<file path="src/srt_pkg.sv">
// Shared types and constants for the integer array sorter.
// No dependencies; used by srt_cell and integer_array_sorter.
package srt_pkg;

   localparam int MAX_ELEMENTS = 32;
   localparam int COUNT_W      = $clog2(MAX_ELEMENTS + 1);

   typedef struct packed {
      logic signed [31:0] value;
      logic               last;
   } req_type;

   typedef struct packed {
      logic signed [31:0] value_res;
      logic               last_res;
      logic               overflowed;
   } rsp_type;

   // One slot of the sorting chain: a held element or an element in flight.
   typedef struct packed {
      logic               vld;
      logic signed [31:0] value;
   } entry_type;

   typedef enum logic [1:0] {
      ST_LOAD,
      ST_SETTLE,
      ST_DRAIN
   } state_type;

endpackage

</file>
<file path="src/srt_cell.sv">
// One cell of the systolic sorting chain: keeps the smaller element, passes the larger on.
// Depends on srt_pkg.
module srt_cell (
   input  logic               clock,
   input  logic               reset,
   input  logic               shift,
   input  srt_pkg::entry_type wave_in,
   input  srt_pkg::entry_type right_in,
   output srt_pkg::entry_type held,
   output srt_pkg::entry_type wave_out
);

   srt_pkg::entry_type held_ff, held_in;
   srt_pkg::entry_type fwd_ff, fwd_in;

   always_comb begin
      held_in = held_ff;
      fwd_in  = '0;
      if (shift) begin
         held_in = right_in;
      end else if (wave_in.vld) begin
         if (!held_ff.vld) begin
            held_in = wave_in;
         end else if (wave_in.value < held_ff.value) begin
            held_in = wave_in;
            fwd_in  = held_ff;
         end else begin
            fwd_in = wave_in;
         end
      end
   end

   always_ff @(posedge clock) begin
      if (reset) begin
         held_ff.vld <= 1'b0;
         fwd_ff.vld  <= 1'b0;
      end else begin
         held_ff <= held_in;
         fwd_ff  <= fwd_in;
      end
   end

   assign held     = held_ff;
   assign wave_out = fwd_ff;

endmodule
</file>
<file path="config.mk">
export PLATFORM = sky130hd
export DESIGN_NAME = srt_cell
export DESIGN_NICKNAME = d
export VERILOG_FILES = /design/src/srt_pkg.sv /design/src/srt_cell.sv
export SDC_FILE = /design/constraint.sdc
export NUM_CORES = 1
export LEC_CHECK = 0
export BUFFER_PORTS_ARGS = -buffer_cell sky130_fd_sc_hd__buf_2
export CORE_MARGIN = 1
export CORE_UTILIZATION = 38
export CTS_CLUSTER_SIZE = 28
export DETAILED_ROUTE_END_ITERATION = 8
export PLACE_DENSITY = 0.71
export RECOVER_POWER = 100
export SETUP_SLACK_MARGIN = 0.1
export SLEW_MARGIN = 10
export SYNTH_ARGS = -nofsm -noshare
export SYNTH_HDL_FRONTEND = slang
export SYNTH_SLANG_ARGS = --single-unit
</file>
<file path="constraint.sdc">
create_clock -name clock -period 4.4 [get_ports clock]
set_input_delay 0.44 -clock clock [delete_from_list [all_inputs] [get_ports clock]]
set_output_delay 0.44 -clock clock [all_outputs]
set_load 0.05 [all_outputs]
</file>
==> impl_metrics.env, run 1 <==
export IMPL_crit_path_end_kind="register"
export IMPL_hold_violations=0
export IMPL_synth_avg_cell_area_um2=11.70
export IMPL_start_util_pct=39.09
export IMPL_die_w_um=102.0
export IMPL_via_count=2895
export IMPL_clk_latency_ns=0.34
export IMPL_cts_tree="built"
export IMPL_path_max_fanout=31
export IMPL_violations="max-capacitance violations, max-slew violations"
export IMPL_areaGrowthSynthToFinish_pct=22.17
export IMPL_synth_cells=325
export IMPL_antenna_found_initial=0
export IMPL_hold_depth=2
export IMPL_grt_pass1_wl_mm=13.57
export IMPL_ctsHoldBuffers=0
export IMPL_maxSlewViolCount=77
export IMPL_max_stage_delay_ns=0.88
export IMPL_globalplace_congestion=0.7985
export IMPL_grt_start_max_net_pins=40
export IMPL_hold_start="reset"
export IMPL_synth_ff_type="edfxtp_1"
export IMPL_grt_pass1_vias=2833
export IMPL_power_density_nw_per_um2=349.4
export IMPL_rsz0062_at_grt="false"
export IMPL_synth_seq_cells=66
export IMPL_cts_root_buffer="clkbuf_8"
export IMPL_hpwl_mm=6.413
export IMPL_worst_pin_slew_ns=1.968
export IMPL_drt_iter0_markers=88
export IMPL_p_total_mw=1.623
export IMPL_core_um2=9729
export IMPL_cts_resized=0
export IMPL_min_to="held[32]"
export IMPL_postRouteAntennaNets=0
export IMPL_cp_data_arrival_time_ns=3.66
export IMPL_synthArstFlopShare_pct=0
export IMPL_yosys_cell_types_count=33
export IMPL_syn_area_um2=3804
export IMPL_pwr_share_seq_pct=46.9
export IMPL_clkSlewWorstSetupHoldPaths_ns=0.07
export IMPL_grt_overflow_total=0
export IMPL_hold_path_class="in -> reg"
export IMPL_p_int_mw=1.077
export IMPL_pwr_share_clk_pct=26.2
export IMPL_yosysSeqAreaShare_pct=51.58
export IMPL_cts_buffers=9
export IMPL_swShare_pct=33.66
export IMPL_wirelength_mm=8.684
export IMPL_path_buf_inv=2
export IMPL_clockBufferDepth=2
export IMPL_peakVddDrop_v=0.0001590
export IMPL_die_area_um2=10410
export IMPL_critical_path_top_delay_family="compound AO/OA/AOI/OAI gates"
export IMPL_avgViaCountPerCell=4.849
export IMPL_htree_levels=3
export IMPL_rrSetupSlack_ns=0.79
export IMPL_clkSinkCount=66
export IMPL_power_leakage_nw=1.982
export IMPL_cp_cell_sequence="inv_1, ha_1, a21o_1, a221o_1, a221oi_1, o21ai_1, a21oi_1, xnor2_4, clkbuf_2, mux2i_1"
export IMPL_reg2reg_from="held[25]"
export IMPL_wire_per_inst_um=14.55
export IMPL_reg2reg_depth=10
export IMPL_timing_rr_end="wave_out[2]"
export IMPL_finalClockSkew_ns=0.007847
export IMPL_pre_cts_ws_ns=1.064
export IMPL_max_freq_mhz=276.8
export IMPL_drc=0
export IMPL_relSlewSlack_pct=-31.23
export IMPL_syn_num_nets=425
export IMPL_die_y_um=102.0
export IMPL_period_needed_ns=3.613
export IMPL_fin_nets=560
export IMPL_worstSetupPathType="reg -> reg"
export IMPL_cp_required_ns=4.45
export IMPL_synth_edf_count=64
export IMPL_drive_above_1_share_pct=24.78
export IMPL_ios=135
export IMPL_setup_viol=0
export IMPL_period_share_pct=82.11
export IMPL_antenna_cells=0
export IMPL_status="finished, violations left"
export IMPL_cap_viol_max_count=2
export IMPL_power_switching_uw=546.4
export IMPL_finalSetupTns_ns=0
export IMPL_crit_path_start_kind="register"
export IMPL_rows=36
export IMPL_grt_total_usage_pct=17.53
export IMPL_combinationalPowerShare_pct=26.9
export IMPL_io_buffers=134
export IMPL_worst_slack_ns=0.7873
export IMPL_yosys_warnings=0
export IMPL_first_pass_iters=4
export IMPL_cts_setup_buffers=0
export IMPL_slowest_stage="clkbuf_2"
[flip-flops by register name (all words and copies together) (netlist names)]
| name | flops |
|---|---|
| held | 33 |
| wave_out | 33 |
[worst max path at each step]
stage,start,end,slack (ns),cells after the start
after floorplan,held[25],held[0],1.23,9
after global placement,wave_in[25],held[15],1.15,9
after detailed placement,wave_in[2],held[7],1.06,9
after CTS,held[25],held[18],1.20,9
after global routing,held[2],wave_out[22],0.56,10
final,held[25],wave_out[2],0.79,10
[cell usage after synthesis, types with 2 or more instances]
cell type  instances  area, um^2
mux2i_1           32       320.3
a211o_1            2       17.52
clkbuf_1           8       30.03
buf_6              3       33.78
mux2_2            32       360.4
o21ai_0            2       10.01
a21o_1             2       15.01
nor2_1             6       22.52
buf_1              3       11.26
nand3_1            3       15.01
dfxtp_1            2       40.04
inv_1             34       127.6
nand4_1            3       18.77
edfxtp_1          64        1922
ha_1              31       387.9
nand2_1           70       262.8
a221oi_1           3       26.28
a21oi_1           10       50.05
[cell usage in the layout, fill, tap and decap left out, drive strengths merged, types with 2 or more instances in the layout]
cell	Yosys	layout
buf	6	66
mux2i	32	32
a211o	2	2
nor2	6	6
a221oi	3	3
edfxtp	64	64
inv	34	34
mux2	32	32
o21ai	3	3
nand2	70	70
nand3	3	3
a21o	2	2
clkinv	0	5
and2	2	2
nand4	3	3
clkbuf	8	82
a21oi	11	11
ha	31	31
dfxtp	2	2
and4	2	2
[power by group through the flow]
stage / logic, mW / registers (mW) / clock network (mW)
floorplan: 0.197 / 0.907 / 0
global placement: 0.443 / 0.773 / 0
detailed placement: 0.451 / 0.774 / 0
CTS: 0.453 / 0.760 / 0.437
global route: 0.471 / 0.766 / 0.463
finish: 0.436 / 0.762 / 0.425
[routing by layer]
layer  share of wire, %  track usage, %  up-vias
met5                  0               0        -
met4                1.7           8.352        0
met3                5.0           4.104       11
met2                 47           29.17       81
met1                 46           21.48     1381
li1                   -               -     1422
[worst reg2reg max path, cell delays in order (launching register included)]
cell and delay [ns]:
edfxtp_1 0.42, inv_1 0.08, ha_1 0.24, a21o_1 0.19, a221o_1 0.32, a221oi_1 0.31
o21ai_1 0.11, a21oi_1 0.40, xnor2_4 0.17, clkbuf_2 0.88, mux2i_1 0.22
[stage by stage]
stage / area (um^2) / utilization, % / std cells / hold slack (ns)
after global routing: 4647 / 47.76 / 597 / 0.3728
after CTS: 4762 / 48.95 / 597 / 0.2910
after detailed placement: 4612 / 47.40 / 582 / 0.5371
after floorplan: 3804 / - / 325 / 0.5187
final: 4647 / 47.76 / 597 / 0.3649
after global placement: 4612 / 47.40 / 582 / 0.5258
[layout make-up]
class / instances / area (um^2)
fillers: 984 / 5082
flip-flops and latches: 66 / 1962
multi-input cells: 211 / 1639
repair buffers: 138 / 601.8
well taps: 133 / 166.4
clock buffers: 10 / 127.6
inverters: 34 / 127.6
clock inverters: 5 / 22.52
[cell families after synthesis]
kind of cell / after synthesis / synth area share, %
AOI/OAI and AO/OA: 25 / 4.606
xor gates and xnor gates: 1 / 0.4277
adders and majority gates: 31 / 10.20
buffers and inverters: 48 / 5.329
DFF: 66 / 51.58
muxes: 64 / 17.89
and+or+nand+nor: 90 / 9.968
(Power assumes the default switching activity.)
==> run 2, diff against run 1 <==
clock period = 3.72 ns   (was 4.4 ns; I/O delays follow)
==> impl_metrics.env, run 2 (synthesized netlist as in run 1, its figures left out) <==
export IMPL_status="finished, violations left"
export IMPL_violations="max-capacitance violations, max-slew violations"
export IMPL_place_inst=583
export IMPL_hpwl_mm=6.326
export IMPL_pwr_share_seq_pct=44.2
export IMPL_path_max_fanout=32
export IMPL_wire_per_inst_um=14.60
export IMPL_drive_above_1_share_pct=25.32
export IMPL_rows=36
export IMPL_place_area_um2=4619
export IMPL_ios=135
export IMPL_finalSetupTns_ns=0
export IMPL_crit_path_start_kind="register"
export IMPL_pwr_share_clk_pct=30.5
export IMPL_cap_viol_max_count=2
export IMPL_clockBufferDepth=2
export IMPL_cts_resized=0
export IMPL_clkSinkCount=66
export IMPL_gr_usage_met1_pct=22.36
export IMPL_antenna_cells=0
export IMPL_final_area_um2=4725
export IMPL_grt_met3_usage_pct=2.531
export IMPL_cp_required_ns=3.69
export IMPL_grt_start_max_net_pins=41
export IMPL_areaGrowthSynthToFinish_pct=24.21
export IMPL_htree_levels=3
export IMPL_wirelength_mm=8.746
export IMPL_via_count=2857
export IMPL_worst_pin_slew_ns=1.965
export IMPL_antenna_found_initial=0
export IMPL_fin_nets=561
export IMPL_postRouteAntennaNets=0
export IMPL_die_y_um=102.0
export IMPL_clk_latency_ns=0.34
export IMPL_period_share_pct=85.10
export IMPL_busiest_layer="met2"
export IMPL_grt_pass1_vias=2778
export IMPL_grt_total_usage_pct=17.47
export IMPL_max_freq_mhz=315.9
export IMPL_clkSlewWorstSetupHoldPaths_ns=0.07
export IMPL_grt_pass1_wl_mm=13.56
export IMPL_ctsHoldBuffers=0
export IMPL_finalClockSkew_ns=0.005054
export IMPL_combinationalPowerShare_pct=25.4
export IMPL_power_switching_uw=651.9
export IMPL_layout_common_cells="73 x clkbuf_1, 70 x nand2_1, 66 x buf_2, 64 x edfxtp_1, 34 x inv_1"
export IMPL_layout_commonest_cell="clkbuf_1"
export IMPL_drt_iter0_markers=123
export IMPL_final_core_util_pct=48.56
export IMPL_crit_path_end_kind="register"
export IMPL_grt_overflow_total=0
export IMPL_hold_path_class="in -> reg"
export IMPL_swShare_pct=31.95
export IMPL_core_um2=9729
export IMPL_setup_viol=0
export IMPL_maxSlewViolCount=67
export IMPL_cts_buffers=9
export IMPL_cts_root_buffer="clkbuf_8"
export IMPL_period_needed_ns=3.166
export IMPL_cp_data_arrival_time_ns=3.13
export IMPL_globalplace_congestion=0.7752
export IMPL_drc=0
export IMPL_relSlewSlack_pct=-30.98
export IMPL_die_w_um=102.0
export IMPL_fin_cells=599
export IMPL_worstSetupPathType="reg -> reg"
export IMPL_power_leakage_nw=2.016
export IMPL_p_int_mw=1.389
export IMPL_start_util_pct=39.09
export IMPL_power_density_nw_per_um2=431.9
export IMPL_grt_util_met2_pct=29.12
export IMPL_first_pass_iters=4
export IMPL_peakVddDrop_v=0.0001893
export IMPL_rsz0062_at_grt="false"
export IMPL_hold_violations=0
export IMPL_cts_tree="built"
export IMPL_cts_setup_buffers=0
export IMPL_io_buffers=134
export IMPL_die_area_um2=10410
export IMPL_avgViaCountPerCell=4.770
[run 2: power groups by stage]
stage	sequential (mW)	combinational [mW]	clock (mW)
after floorplan	1.07	0.234	0
after global routing	0.907	0.559	0.663
final	0.901	0.518	0.622
after detailed placement	0.915	0.535	0
after CTS	0.899	0.537	0.636
after global placement	0.914	0.526	0
[run 2: area by class of cell]
cell class | count | area, um^2
Clock buffer | 14 | 162.7
Clock inverter | 2 | 35.03
Fill cell | 936 | 5005
Inverter | 34 | 127.6
Multi-Input combinational cell | 211 | 1655
Sequential cell | 66 | 1962
Tap cell | 133 | 166.4
Timing Repair Buffer | 139 | 615.6
[run 2: final timing paths]
kind             from        to  slack (ns)  cells after the start
min reg2reg  held[32]  held[32]        0.55                      2
max reg2reg  held[25]  held[11]        0.55                      9
min             reset  held[32]        0.31                      2
max          held[25]  held[11]        0.55                      9
[run 2: worst max-delay path: stages (launching register included)]
cell and delay (ns):
edfxtp_1 0.40, inv_1 0.07, ha_1 0.23, a21o_1 0.18, a221o_1 0.32, a221oi_1 0.29
o21ai_0 0.20, a21oi_4 0.23, xnor2_4 0.14, o31a_2 0.71
[run 2: layer usage]
layer / vias up / part of all wire, % / routed length, um
li1: 1427 / - / -
met1: 1326 / 45 / 3957
met2: 92 / 49 / 4255
met3: 12 / 4.5 / 390
met4: 0 / 1.6 / 142
met5: - / 0 / 0
[run 2: stage by stage]
| step | total power [mW] | setup slack (ns) | hold slack (ns) |
|---|---|---|---|
| global route | 2.129 | 0.3243 | 0.3211 |
| finish | 2.040 | 0.5541 | 0.3136 |
| detailed placement | 1.450 | 0.4793 | 0.5334 |
| global placement | 1.440 | 0.5282 | 0.5224 |
| floorplan | 1.306 | 0.5454 | 0.4507 |
| CTS | 2.071 | 0.5609 | 0.2275 |
